## src/hw/rtl/assert_macros.svh

```systemverilog
// ----------------------------------------------------------------------------
// Assertion macros
// Shared concurrent assertion forms, clocked on clk and held off by rst_n.
// ----------------------------------------------------------------------------
`ifndef ASSERT_MACROS_SVH
`define ASSERT_MACROS_SVH

`ifndef NO_ASSERTIONS

// same-cycle implication
`define GUKF_ASSERT_IMPLY(lbl, a, b, msg) \
    lbl: assert property (@(posedge clk) disable iff (!rst_n) (a) |-> (b)) \
        else $error(msg);

// next-cycle implication
`define GUKF_ASSERT_NEXT(lbl, a, b, msg) \
    lbl: assert property (@(posedge clk) disable iff (!rst_n) (a) |=> (b)) \
        else $error(msg);

`else

`define GUKF_ASSERT_IMPLY(lbl, a, b, msg)

`define GUKF_ASSERT_NEXT(lbl, a, b, msg)

`endif

`endif

```

## src/hw/rtl/gukf_pkg.sv

```systemverilog
// ----------------------------------------------------------------------------
// gukf_pkg
// Widths, register indexes, controller states and control structs.
// ----------------------------------------------------------------------------
package gukf_pkg;

    localparam int COORD_W    = 12;
    localparam int CELL_W     = 10;
    localparam int CNT_W      = 8;
    localparam int TOTAL_W    = 12;
    localparam int CFG_IDX_W  = 3;
    localparam int CFG_DATA_W = 12;
    localparam int EPOCH_W    = 8;
    localparam int DIV_STEPS  = 12;
    localparam int DIV_CNT_W  = 4;
    localparam int LANES      = 4;

    // divider lanes
    localparam int LANE_X = 0;
    localparam int LANE_Y = 1;
    localparam int LANE_H = 2;
    localparam int LANE_W = 3;

    // register indexes
    localparam logic [CFG_IDX_W-1:0] REG_CELL_SIZE    = 3'd0;
    localparam logic [CFG_IDX_W-1:0] REG_PER_CELL_CAP = 3'd1;
    localparam logic [CFG_IDX_W-1:0] REG_TOTAL_CAP    = 3'd2;
    localparam logic [CFG_IDX_W-1:0] REG_IMAGE_HEIGHT = 3'd3;
    localparam logic [CFG_IDX_W-1:0] REG_IMAGE_WIDTH  = 3'd4;

    // register reset values
    localparam logic [CELL_W-1:0]  RST_CELL_SIZE    = 10'd32;
    localparam logic [CNT_W-1:0]   RST_PER_CELL_CAP = 8'd4;
    localparam logic [TOTAL_W-1:0] RST_TOTAL_CAP    = 12'd1000;
    localparam logic [COORD_W-1:0] RST_IMAGE_HEIGHT = 12'd480;
    localparam logic [COORD_W-1:0] RST_IMAGE_WIDTH  = 12'd640;

    localparam logic [TOTAL_W-1:0] TOTAL_MAX = '1;

    typedef enum logic [2:0] {
        S_RST_CLR,
        S_IDLE,
        S_START,
        S_FRM_CLR,
        S_DIV,
        S_IDX,
        S_READ,
        S_DECIDE
    } ctrl_state_t;

    typedef struct packed {
        logic load;
        logic frame_start;
        logic clr_write;
        logic div_step;
        logic idx_load;
        logic ram_read;
        logic commit;
    } ctrl_cmd_t;

    typedef struct packed {
        logic epoch_wrap;
        logic clr_last;
        logic div_last;
    } dp_status_t;

endpackage

```

## src/hw/rtl/gukf_ctrl.sv

```systemverilog
// ----------------------------------------------------------------------------
// gukf_ctrl
// Sequencer for count clear, accept, frame start, divide, index, read and decide.
// ----------------------------------------------------------------------------
module gukf_ctrl import gukf_pkg::*; (
    input  logic       clk,
    input  logic       rst_n,
    input  logic       in_valid,
    output logic       in_ready,
    output logic       out_valid,
    input  logic       out_ready,
    input  dp_status_t status,
    output ctrl_cmd_t  cmd
);

    ctrl_state_t state_reg;
    ctrl_state_t state_next;
    logic        out_valid_reg;
    logic        out_valid_next;

    always_ff @(posedge clk or negedge rst_n)
    begin
        if (!rst_n)
        begin
            state_reg     <= S_RST_CLR;
            out_valid_reg <= 1'b0;
        end
        else
        begin
            state_reg     <= state_next;
            out_valid_reg <= out_valid_next;
        end
    end

    always_comb
    begin
        state_next     = state_reg;
        out_valid_next = out_valid_reg && !out_ready;
        cmd            = '0;

        case (state_reg)
            S_RST_CLR:
            begin
                cmd.clr_write = 1'b1;
                if (status.clr_last)
                    state_next = S_IDLE;
            end
            S_IDLE:
            begin
                if (in_valid)
                begin
                    cmd.load   = 1'b1;
                    state_next = S_START;
                end
            end
            S_START:
            begin
                cmd.frame_start = 1'b1;
                state_next      = status.epoch_wrap ? S_FRM_CLR : S_DIV;
            end
            S_FRM_CLR:
            begin
                cmd.clr_write = 1'b1;
                if (status.clr_last)
                    state_next = S_DIV;
            end
            S_DIV:
            begin
                cmd.div_step = 1'b1;
                if (status.div_last)
                    state_next = S_IDX;
            end
            S_IDX:
            begin
                cmd.idx_load = 1'b1;
                state_next   = S_READ;
            end
            S_READ:
            begin
                cmd.ram_read = 1'b1;
                state_next   = S_DECIDE;
            end
            S_DECIDE:
            begin
                // hold the decision until the output register is free
                if (!out_valid_reg || out_ready)
                begin
                    cmd.commit     = 1'b1;
                    out_valid_next = 1'b1;
                    state_next     = S_IDLE;
                end
            end
            default:
            begin
                state_next = S_IDLE;
            end
        endcase
    end

    assign in_ready  = (state_reg == S_IDLE);
    assign out_valid = out_valid_reg;

endmodule

```

## config.mk

```make
export PLATFORM = sky130hd
export DESIGN_NAME = gukf_ctrl
export DESIGN_NICKNAME = d
export VERILOG_FILES = /design/src/hw/rtl/assert_macros.svh /design/src/hw/rtl/gukf_pkg.sv /design/src/hw/rtl/gukf_ctrl.sv
export SDC_FILE = /design/constraint.sdc
export NUM_CORES = 1
export LEC_CHECK = 0
export BUFFER_PORTS_ARGS = -buffer_cell sky130_fd_sc_hd__buf_2
export CORE_AREA = 2 2 39 41
export DETAILED_ROUTE_END_ITERATION = 8
export DIE_AREA = 0 0 41 43
export HOLD_SLACK_MARGIN = 0.08
export PLACE_DENSITY_LB_ADDON = 0.3
export SETUP_SLACK_MARGIN = 0.15
export SYNTH_ARGS = -nofsm -noshare
export SYNTH_HDL_FRONTEND = slang
export SYNTH_SLANG_ARGS = --single-unit
```

## constraint.sdc

```tcl
create_clock -name clk -period 2.1 [get_ports clk]
set_clock_uncertainty 0.2 [all_clocks]
set_input_delay 0.315 -clock clk [delete_from_list [all_inputs] [get_ports clk]]
set_output_delay 0.315 -clock clk [all_outputs]
set_load 0.02 [all_outputs]
```

==> impl_metrics.json <==
{
  "outcome": "finished clean",
  "vias": 342,
  "clock.fmax_ghz": 0.538,
  "grt_max_degree": 13,
  "multi_input_area_um2": 213,
  "cts_tree": "yes",
  "critPathKind": "register to output port",
  "critPathRequiredTime_ns": 1.58,
  "dieArea_mm2": 0.00176,
  "end_kind": "output port",
  "die_width_um": 41,
  "syn_area_per_cell_um2": 8.95,
  "crit_fanout": 6,
  "final_cell_mix": "buf_2, buf_4, inv_1, clkbuf_4",
  "p_per_area_mw_per_mm2": 1630,
  "num_rows": 14,
  "place_inst": 69,
  "finalCritPeriodShare_pct": 88.5,
  "post_drt_via_cell_ratio": 4.50,
  "clockBufferDepth": 2,
  "numCtsBuffers": 3,
  "cts_root_buf": "clkbuf_4",
  "hold_path_class": "primary input to register",
  "seq_area_frac_synth_pct": 28.7,
  "pin_count": 16,
  "final_common_cell": "buf_2",
  "hold_viol": 0,
  "ys_ff_latch": 4,
  "wl_um": 767,
  "netlist_area_um2": 349,
  "grt_pass1_wl_um": 1190,
  "postSynthCellCount": 39,
  "period_minus_slack_ns": 1.86,
  "avgRoutedWirePerCell_um": 10.1,
  "peakVddDrop_mv": 0.455,
  "ant_nets": 0,
  "h-tree-depth": 1,
  "cts.sink_count": 4,
  "antenna_cells": 0,
  "clk_latency_ns": 0.23,
  "grt_use_total_pct": 10.1,
  "die_h_um": 43,
  "r2r_setup_slack_ns": 0.32,
  "n_fill_cell": 150,
  "drive_gt1_share_pct": 51.7,
  "finish.utilization_pct": 35.5,
  "crit_arrival_ns": 1.34,
  "crit_path_start_kind": "register",
  "setup_violations": 0,
  "area_growth_pct": 40.9,
  "layout.nets": 69,
  "antenna_found_initial": 0,
  "drv_slew": 0,
  "hpwl_um": 582,
  "design_power_total_mw": 0.802,
  "clkSlewWorstSetupHoldPaths_ns": 0.04,
  "drv_cap": 0,
  "drt-initial-drc-count": 2,
  "stdcell_count": 76,
  "power.leakage_nw": 0.242,
  "core-area_mm2": 0.00138,
  "place_congestion": 0.688,
  "drc": 0,
  "grt_overflow": 0,
  "syn_nets": 46,
  "initial_core_util_pct": 25.2,
  "fin_setup_tns_ns": 0,
  "numPortBuffers": 15,
  "worst_slew_margin_rel_pct": 79.2,
  "grt_pass1_vias": 314,
  "post_dp_cell_area_um2": 430,
  "seq_area_um2": 103,
  "synth_cell_types": 25,
  "rsz0062_at_grt": "false",
  "synth_warnings": 0,
  "worst_pin_slew_ns": 0.309,
  "design_area_um2": 492,
  "largest_register_ffs": 3,
  "drt_first_pass_iters": 2
}
cell type report:
cell class,instances,area share (%)
sequential,4,20.9
tap,16,4.07
multi-input combinational,29,43.3
timing repair buffer,21,24.9
inverter,3,2.29
clock buffer,3,4.58
cell usage after synthesis:
library cell / n / area share (%)
a21oi_1: 2 / 2.9
dfrtp_1: 4 / 29
buf_4: 1 / 2.2
nand3_1: 1 / 1.4
nand2_1: 1 / 1.1
dlymetal6s2s_1: 1 / 3.6
nor3b_2: 1 / 3.6
nand2b_1: 1 / 1.8
nor2b_1: 2 / 3.6
nor4_2: 1 / 3.6
o21a_1: 2 / 4.3
a31oi_1: 1 / 1.8
a211oi_2: 1 / 3.6
inv_1: 3 / 3.2
o21ai_1: 1 / 1.4
mux2_1: 2 / 6.5
and2_1: 2 / 3.6
and2b_4: 1 / 2.9
dlygate4sd1_1: 1 / 2.5
o32a_1: 1 / 2.9
and2b_1: 2 / 4.3
nor3_1: 2 / 2.9
o21ai_0: 2 / 2.9
and4b_1: 1 / 2.9
nor2_1: 2 / 2.2
power breakdown:
| group | leakage (nW) | total, mW | internal, mW | switching, mW |
|---|---|---|---|---|
| logic | 0.184 | 0.531 | 0.258 | 0.273 |
| clock network | 0.0138 | 0.0909 | 0.0636 | 0.0273 |
| registers | 0.0446 | 0.180 | 0.122 | 0.0579 |
worst paths after layout:
check | startpoint | end | cells past startpoint
max | state_reg[0] | cmd[6] | 4
min | out_ready | out_valid | 2
max reg2reg | state_reg[2] | state_reg[0] | 4
min reg2reg | out_valid | out_valid | 2
max in group asynchronous | rst_n | state_reg[1] | 2
min in group asynchronous | rst_n | out_valid | 2
metrics by stage:
stage,setup WS (ns),hold slack [ns]
finish,0.241,0.0888
global route,0.150,0.0837
CTS,0.170,0.0823
detailed placement,0.229,-0.0768
global placement,0.260,-0.0777
floorplan,0.210,-0.181
critical path, cell delays in order (launching register included):
cell and delay [ns]:
dfrtp_2 0.43, and2b_2 0.24, nor2b_2 0.16, and2_1 0.14, buf_2 0.15
what timing repair did:
item                                    4_1_cts  5_1_grt
gates resized for setup                       2        2
hold buffers                                  1        0
cloned                                        0        0
endpoints found under the hold margin         4        0
endpoints found under the setup margin        1        1
buffers inserted                              0        3
logic make-up (layout without fill, tap and decap cells):
logic type,Yosys count,count (layout),synth area share [%]
buffers and inverters,6,27,11.5
and+or+nand+nor,17,17,33.7
AOI/OAI and AO/OA,10,10,19.7
DFF,4,4,28.7
muxes,2,2,6.45
routing by layer:
layer  vias up  wire (um)  GRT usage [%]
met5         -          0              0
met1       154        359           11.1
met2         9        368           15.0
met4         0          0           6.00
li1        179          -              -
met3         0         39           4.71
(Power assumes the default switching activity.)
